===== src/hdl/stis_pkg.sv =====
// ----------------------------------------------------------------------------
// stis_pkg
// shared types and constants of the sorted table insertion search unit
// ----------------------------------------------------------------------------
package stis_pkg;

	localparam int TABLE_DEPTH = 1024;
	localparam int ADDR_W      = (TABLE_DEPTH > 1) ? $clog2(TABLE_DEPTH) : 1;
	localparam int COUNT_W     = $clog2(TABLE_DEPTH + 1);
	localparam int VALUE_W     = 64;
	localparam int POS_W       = 11;

	typedef logic [COUNT_W-1:0] count_t;

	typedef enum logic [1:0] {
		CMD_CLEAR  = 2'd0,
		CMD_APPEND = 2'd1,
		CMD_SEARCH = 2'd2,
		CMD_NONE   = 2'd3
	} cmd_code_t;

	typedef enum logic {
		STATUS_DONE    = 1'b0,
		STATUS_DROPPED = 1'b1
	} status_t;

	typedef struct packed {
		logic [1:0]                command;
		logic signed [VALUE_W-1:0] value;
		logic                      right_side;
	} req_t;

	typedef struct packed {
		logic [POS_W-1:0] position;
		logic             status;
	} rsp_t;

	typedef enum logic [1:0] {
		ST_IDLE,
		ST_SEARCH,
		ST_FINISH
	} state_t;

	// controller to datapath
	typedef struct packed {
		logic accept;
		logic step;
		logic load_out;
	} dp_cmd_t;

	// datapath to controller
	typedef struct packed {
		logic is_search;
		logic count_zero;
		logic search_done;
	} dp_sts_t;

endpackage


===== src/hdl/stis_ctrl.sv =====
// ----------------------------------------------------------------------------
// stis_ctrl
// sequencer for accept, search steps and result transfer
// ----------------------------------------------------------------------------
module stis_ctrl
	import stis_pkg::*;
(
	input  logic    clk,
	input  logic    arst_n,
	input  logic    req_valid,
	output logic    req_stall,
	output logic    rsp_valid,
	input  logic    rsp_stall,
	input  dp_sts_t sts,
	output dp_cmd_t cmd
);

	state_t state_q;
	state_t state_d;
	logic   out_valid_q;
	logic   out_free;

	assign out_free  = !out_valid_q || !rsp_stall;
	assign req_stall = (state_q != ST_IDLE);
	assign rsp_valid = out_valid_q;

	always_ff @(posedge clk or negedge arst_n) begin
		if (!arst_n) begin
			state_q <= ST_IDLE;
		end else begin
			state_q <= state_d;
		end
	end

	always_comb begin
		state_d = state_q;
		cmd     = '0;
		case (state_q)
			ST_IDLE: begin
				if (req_valid) begin
					cmd.accept = 1'b1;
					if (sts.is_search && !sts.count_zero) begin
						state_d = ST_SEARCH;
					end else begin
						state_d = ST_FINISH;
					end
				end
			end
			ST_SEARCH: begin
				cmd.step = 1'b1;
				if (sts.search_done) begin
					state_d = ST_FINISH;
				end
			end
			ST_FINISH: begin
				if (out_free) begin
					cmd.load_out = 1'b1;
					state_d      = ST_IDLE;
				end
			end
			default: begin
				state_d = ST_IDLE;
			end
		endcase
	end

	always_ff @(posedge clk or negedge arst_n) begin
		if (!arst_n) begin
			out_valid_q <= 1'b0;
		end else if (cmd.load_out) begin
			out_valid_q <= 1'b1;
		end else if (!rsp_stall) begin
			out_valid_q <= 1'b0;
		end
	end

	a_short_cmd: assert property (@(posedge clk) disable iff (!arst_n)
		cmd.accept && !sts.is_search |=> state_q == ST_FINISH)
		else $error("non-search item did not go straight to finish");

	a_load_valid: assert property (@(posedge clk) disable iff (!arst_n)
		cmd.load_out |=> out_valid_q)
		else $error("result loaded but not presented");

endmodule


===== config.mk =====
export PLATFORM = sky130hd
export DESIGN_NAME = stis_ctrl
export DESIGN_NICKNAME = d
export VERILOG_FILES = /design/src/hdl/stis_pkg.sv /design/src/hdl/stis_ctrl.sv
export SDC_FILE = /design/constraint.sdc
export NUM_CORES = 1
export LEC_CHECK = 0
export BUFFER_PORTS_ARGS = -buffer_cell sky130_fd_sc_hd__buf_2
export CORE_AREA = 3 3 40 42
export DETAILED_ROUTE_END_ITERATION = 12
export DIE_AREA = 0 0 43 45
export GPL_TIMING_DRIVEN = 0
export SLEW_MARGIN = 20
export SYNTH_ARGS = -nofsm -noshare
export SYNTH_HDL_FRONTEND = slang
export SYNTH_SLANG_ARGS = --single-unit

===== constraint.sdc =====
create_clock -name clk -period 1.7 [get_ports clk]
set_input_delay 0.34 -clock clk [delete_from_list [all_inputs] [get_ports clk]]
set_output_delay 0.34 -clock clk [all_outputs]
set_load 0.02 [all_outputs]

### Word level (Yosys, flattened, before mapping)

Cells that the tools add are included.

| word-level totals | value |
|---|---|
| flip-flop bits (word level) | 3 |
| input port bits | 7 |
| output and inout bits | 5 |

| cells by class | value |
|---|---|
| eq/ne operators | 6 |
| muxes and demuxes | 12 |
| reductions and logical operators | 8 |

Operators with widths:

| cell | count |
|---|---|
| 2-bit 2-to-1 mux | 4 |
| 1-bit 2-to-1 mux | 7 |
| 2-bit inequality test (second input constant) | 3 |
| 2-bit one-hot mux with 3 select lines | 1 |
| 1-bit zero test | 3 |
| 3-bit AND reduction | 1 |
| 2-bit by 1-bit == test with 1-bit output (second input constant) | 1 |
| 2-bit == test (second input constant) | 1 |
| 2-bit zero test | 1 |
| 2-bit by 1-bit inequality test with 1-bit output (second input constant) | 1 |
| 2-bit nonzero test | 1 |
| 1-bit logical AND | 1 |
| 1-bit logical OR | 1 |

### Longest topological paths before layout

Gate-level depths: netlist (run 1).

| logic depth | value |
|---|---|
| depth after elaboration | 5 |
| mapped depth | 2 |
| gate-level depth less buffers | 2 |

### Worst setup path before layout (run 1)

No wires, ideal clock.

| timing path | value |
|---|---|
| path type | register to output |
| from | register state_q[0] |
| to | output port cmd[0] (netlist bit) |
| data arrival time | 1.042 ns |
| required time | 1.360 ns |
| setup slack | 0.318 ns |
| cell stages (with the launch flop) | 3 |
| buffers on the path | 0 |
| cells stage by stage | dfrtp_1 > or2b_2 > a21oi_1 |

RTL lines:

| item | line | source |
|---|---|---|
| from (decl) | stis_ctrl.sv:18 | `state_t state_q;` |
| from (signal assigned) | stis_ctrl.sv:31 | `state_q <= state_d;` |
| to (decl) | stis_ctrl.sv:15 | `output dp_cmd_t cmd` |

==> results.sh, run 1 <==
export IMPL_outcome="finished clean"
export IMPL_clock_latency_ns=0.23
export IMPL_period_share=0.933
export IMPL_dr_pass1_iters=1
export IMPL_drcViolationCount=0
export IMPL_nets=40
export IMPL_grt_pass1_vias=196
export IMPL_end_kind="output pin"
export IMPL_io_buffers=11
export IMPL_antenna_found_initial=0
export IMPL_crit_fanout=7
export IMPL_synth_seq_cells=3
export IMPL_die_w_um=43
export IMPL_cts_tree="done"
export IMPL_crit_chain="or2b_2, a21oi_1, buf_2"
export IMPL_slew_headroom=0.832
export IMPL_clock_sinks=3
export IMPL_synthTopCellsByArea="dfrtp_1 (45%), or2b_1 (9.0%), nand4bb_1 (6.7%)"
export IMPL_power_density_mw_per_mm2=1270
export IMPL_fin_setup_tns_ns=0
export IMPL_grt_max_degree=8
export IMPL_wl_per_cell_um=9.55
export IMPL_nFillCells=145
export IMPL_worstMarginPinSlew_ns=0.251
export IMPL_synth_top_area_share=0.448
export IMPL_highest_layer="met4"
export IMPL_areaGrowthSynthToFinish_pct=65.7
export IMPL_period_needed_ns=1.59
export IMPL_finClkSkew_ns=0.000673
export IMPL_die_area_mm2=0.00194
export IMPL_worstSetupPathType="flop to output pin"
export IMPL_postPlaceCellArea_um2=241
export IMPL_regArea_um2=75.1
export IMPL_grt_usage=0.0676
export IMPL_start_util=0.130
export IMPL_multi_input_area_um2=92.6
export IMPL_fmax_ghz=0.630
export IMPL_synth_edf_count=0
export IMPL_postCtsSetupRepairBufs=0
export IMPL_yosysWarnings=0
export IMPL_syn_nets=23
export IMPL_drive_gt1_frac=0.500
export IMPL_dominantRegCellSynth="dfrtp_1"
export IMPL_root_buffer="clkbuf_4"
export IMPL_synthDistinctLibCells=11
export IMPL_placed_cells=42
export IMPL_cap_violations=0
export IMPL_gr_total_overflow=0
export IMPL_rr_startpoint="state_q[0]"
export IMPL_async_reset_ff_frac=1.00
export IMPL_whs_path_depth=3
export IMPL_design_area_um2=278
export IMPL_power_leakage_uw=0.000143
export IMPL_r2r_slack_ns=0.66
export IMPL_setup_violations=0
export IMPL_timing_rr_end="state_q[1]"
export IMPL_yosysMostFrequentCell="dfrtp_1"
export IMPL_maxSlewViolCount=0
export IMPL_crit_family="flip-flops"
export IMPL_synth_area_um2=168
export IMPL_rsz0062_at_grt="false"
export IMPL_cts_buffers=3
export IMPL_synth_area_per_cell_um2=10.5
export IMPL_finalWirelength_um=449
export IMPL_met1Wirelength_um=191
export IMPL_crit_required_ns=1.36
export IMPL_hold_end="rsp_valid"
export IMPL_yosysSeqAreaShare=0.448
export IMPL_dr_wl_met2_um=156
export IMPL_grt_pass1_wl_um=786
export IMPL_critPathSlowestCell="dfrtp_1"
export IMPL_antenna_left=0
export IMPL_min_path_type="primary input to flop"
export IMPL_clk_path_buf_depth=2
export IMPL_wl_met3_um=60
export IMPL_clkTransAtPathRegs_ns=0.04
export IMPL_slowest_delay_ns=0.41
export IMPL_yosys_top_cells_count="dfrtp_1 (3), a21oi_1 (2), nand2_1 (2), or2b_1 (2)"
export IMPL_reg2reg_depth=2
export IMPL_syn_inst=16
export IMPL_ir_worst_vdd_mv=0.248
export IMPL_critPathLaunchType="flop"
export IMPL_stdcell_count=47
export IMPL_path_buf_inv=1
export IMPL_gp_congestion=0.664
export IMPL_via_count=180
export IMPL_hold_start="rsp_stall"
export IMPL_coreArea_mm2=0.00128
export IMPL_diodes=0
export IMPL_viasPerCell=3.83
export IMPL_detail_route_iter0_violations=0
export IMPL_hold_viol=0
export IMPL_rows=13
export IMPL_cp_arrival_ns=1.25
export IMPL_htreeDepth=1
export IMPL_die_h_um=45
export IMPL_dpl_hpwl_um=327
export IMPL_synth_area_leader_cell="dfrtp_1"
export IMPL_io_pin_count=12
==> through the flow <==
stage	hold slack [ns]	utilization	setup slack, ns	power (uW)
floorplan	0.0444	-	0.318	181
global placement	0.138	0.188	0.361	224
detailed placement	0.139	0.188	0.364	226
CTS	0.331	0.216	0.0961	360
global route	0.355	0.216	0.0197	382
finish	0.334	0.216	0.114	352
==> metal layers <==
layer | vias to the layer above | GRT usage
met4 | 0 | 0.127
met2 | 13 | 0.0749
li1 | 89 | -
met1 | 74 | 0.0583
met5 | - | 0
met3 | 4 | 0.0438
==> report_power, final <==
part           switching (uW)  leakage, uW  internal [uW]
registers                18.5    0.0000382           88.6
clock network            38.5    0.0000150           88.1
logic                    66.4    0.0000903           51.7
total                     123     0.000143            228
==> placed cells by master, fill, tap and decap left out, drive strengths merged <==
cell | Yosys | routed
buf | 0 | 11
clkbuf | 0 | 4
dfrtp | 3 | 3
or2b | 3 | 3
a21oi | 2 | 2
nand2 | 2 | 2
nor2b | 1 | 1
or2 | 1 | 1
nor3b | 1 | 1
and4b | 1 | 1
a221o | 1 | 1
nand4bb | 1 | 1
dlygate4sd3 | 0 | 1
==> worst reg2reg max path: cells and delay by family, from the launching register on <==
family / cells / cell delay, ns
flip-flops: 1 / 0.41
AO/OA/AOI/OAI: 1 / 0.34
AND/OR/NAND/NOR: 1 / 0.16
==> registers in the layout, indices dropped and copies added (netlist names) <==
| signal | cells |
|---|---|
| state_q | 2 |
| rsp_valid | 1 |
==> worst max-delay path by stage <==
stage	from	endpoint	cells after the start
after floorplan	state_q[0]	cmd[0]	2
after global placement	state_q[1]	cmd[0]	3
after detailed placement	state_q[0]	cmd[0]	3
after CTS	state_q[0]	cmd[0]	3
after global routing	state_q[1]	cmd[0]	3
final	state_q[0]	cmd[0]	3
==> layout make-up <==
cell class                      instances  share of cell area
Clock buffer                            4              0.0946
Timing Repair Buffer                   12               0.234
Multi-Input combinational cell         13               0.333
Tap cell                               15              0.0676
Sequential cell                         3               0.270
==> cells by family (layout without fill, tap and decap cells) <==
kind of cell | count (synthesis) | in the layout | synth area share
buffers and inverters | 0 | 16 | 0
and+or+nand+nor | 10 | 10 | 0.433
AOI/OAI and AO/OA | 3 | 3 | 0.119
DFF | 3 | 3 | 0.448
==> timing repair <==
item,in CTS,in global routing
endpoints found under the hold margin,3,0
hold buffers,1,0
resized for setup,0,0
Note: power is estimated with default switching activity, not from simulation.
==> inputs of run 2 (changes only) <==
CTS_BUF_LIST = sky130_fd_sc_hd__clkbuf_2 sky130_fd_sc_hd__clkbuf_4 sky130_fd_sc_hd__clkbuf_8   (was unset)
==> results.sh, run 2 (synthesized netlist as in run 1, its figures left out) <==
export IMPL_outcome="finished clean"
export IMPL_drive_gt1_frac=0.531
export IMPL_grt_use_met1=0.0583
export IMPL_root_buffer="clkbuf_4"
export IMPL_p_seq_frac=0.291
export IMPL_period_share=0.931
export IMPL_ir_worst_vdd_mv=0.240
export IMPL_cts_buffers=3
export IMPL_grt_pass1_vias=189
export IMPL_gr_usage_met3=0.0438
export IMPL_power_density_mw_per_mm2=1300
export IMPL_die_w_um=43
export IMPL_cts_tree="done"
export IMPL_htreeDepth=1
export IMPL_reg2reg_depth=2
export IMPL_die_area_mm2=0.00194
export IMPL_power_leakage_uw=0.000147
export IMPL_rsz0062_at_grt="false"
export IMPL_gr_max_usage_layer="met4"
export IMPL_p_int_uw=244
export IMPL_crit_required_ns=1.36
export IMPL_r2r_slack_ns=0.67
export IMPL_p_clk_frac=0.389
export IMPL_critPathLaunchType="flop"
export IMPL_dpl_hpwl_um=327
export IMPL_whs_path_depth=3
export IMPL_start_util=0.130
export IMPL_grt_pass1_wl_um=745
export IMPL_worstMarginPinSlew_ns=0.231
export IMPL_cap_violations=0
export IMPL_largest_reg_flops=2
export IMPL_detail_route_iter0_violations=0
export IMPL_drcViolationCount=0
export IMPL_antenna_left=0
export IMPL_period_needed_ns=1.58
export IMPL_finClkSkew_ns=0.000538
export IMPL_rows=13
export IMPL_clock_latency_ns=0.23
export IMPL_coreArea_mm2=0.00128
export IMPL_io_buffers=11
export IMPL_clock_sinks=3
export IMPL_met2_usage=0.0659
export IMPL_gp_congestion=0.664
export IMPL_fmax_ghz=0.632
export IMPL_die_h_um=45
export IMPL_viasPerCell=3.81
export IMPL_nets=40
export IMPL_finalWirelength_um=427
export IMPL_final_common_cell="buf_2"
export IMPL_crit_fanout=6
export IMPL_postPlaceCellArea_um2=241
export IMPL_largest_register="state_q"
export IMPL_gr_total_overflow=0
export IMPL_switching_share=0.335
export IMPL_clkTransAtPathRegs_ns=0.04
export IMPL_hold_end="rsp_valid"
export IMPL_end_kind="output pin"
export IMPL_maxSlewViolCount=0
export IMPL_post_route_util=0.219
export IMPL_design_area_um2=282
export IMPL_rr_startpoint="state_q[0]"
export IMPL_antenna_found_initial=0
export IMPL_p_switching_uw=123
export IMPL_timing_rr_end="state_q[1]"
export IMPL_dr_pass1_iters=1
export IMPL_areaGrowthSynthToFinish_pct=67.9
export IMPL_wl_per_cell_um=9.09
export IMPL_mostFrequentLayoutCells="buf_2 (11), clkbuf_4 (4), dfrtp_1 (3)"
export IMPL_diodes=0
export IMPL_grt_max_degree=8
export IMPL_via_count=179
export IMPL_slew_headroom=0.846
export IMPL_fin_setup_tns_ns=0
export IMPL_hold_start="rsp_stall"
export IMPL_postCtsSetupRepairBufs=0
export IMPL_setup_violations=0
export IMPL_io_pin_count=12
export IMPL_hold_viol=0
export IMPL_worstSetupPathType="flop to output pin"
export IMPL_combPwrFrac=0.320
export IMPL_clk_path_buf_depth=2
export IMPL_grt_usage=0.0651
export IMPL_min_path_type="primary input to flop"
export IMPL_cp_arrival_ns=1.24
-- run 2: cell counts in the layout (fill, tap and decap cells not counted) --
Identical to the previous run, type by type.
-- run 2: power groups by stage --
stage / combinational, uW / clock (uW) / sequential (uW)
floorplan: 66.6 / 0 / 114
global placement: 116 / 0 / 108
detailed placement: 118 / 0 / 108
CTS: 120 / 149 / 107
global route: 130 / 158 / 111
finish: 118 / 143 / 107
-- run 2: stage by stage --
| stage | total power, uW | std cells | worst slack [ns] | hold WS [ns] |
|---|---|---|---|---|
| 6_report | 367 | 47 | 0.117 | 0.333 |
| 3_3_place_gp | 224 | 42 | 0.361 | 0.138 |
| 2_1_floorplan | 181 | 16 | 0.318 | 0.0444 |
| 4_1_cts | 376 | 47 | 0.107 | 0.331 |
| 5_1_grt | 399 | 47 | 0.0283 | 0.355 |
| 3_5_place_dp | 226 | 42 | 0.364 | 0.139 |
-- run 2: layout make-up --
type / count / area [um2]
fillers: 146 / 1000
multi-input cells: 13 / 92.6
flip-flops and latches: 3 / 75.1
repair buffers: 12 / 65.1
clock buffers: 4 / 30.0
well taps: 15 / 18.8
-- run 2: how the worst max path moves through the flow --
stage | from | endpoint | slack, ns | cells after the start
2_1_floorplan | state_q[0] | cmd[0] | 0.32 | 2
3_3_place_gp | state_q[1] | cmd[0] | 0.36 | 3
3_5_place_dp | state_q[0] | cmd[0] | 0.36 | 3
4_1_cts | state_q[0] | cmd[0] | 0.11 | 3
5_1_grt | state_q[1] | cmd[0] | 0.03 | 3
6_report | state_q[1] | cmd[0] | 0.12 | 3
-- run 2: layer usage --
| layer | vias to the layer above | part of all wire |
|---|---|---|
| li1 | 91 | - |
| met1 | 69 | 0.43 |
| met2 | 14 | 0.31 |
| met3 | 5 | 0.16 |
| met4 | 0 | 0.10 |
| met5 | - | 0 |
-- run 2: what timing repair did --
action,4_1_cts,5_1_grt
endpoints found under the hold margin,3,0
resized for setup,0,0
hold buffers,1,0
-- run 2: worst max-delay path, stage by stage, from the launching register on --
cell	delay, ns
dfrtp_1	0.40
or2b_2	0.32
a21oi_1	0.11
buf_2	0.17
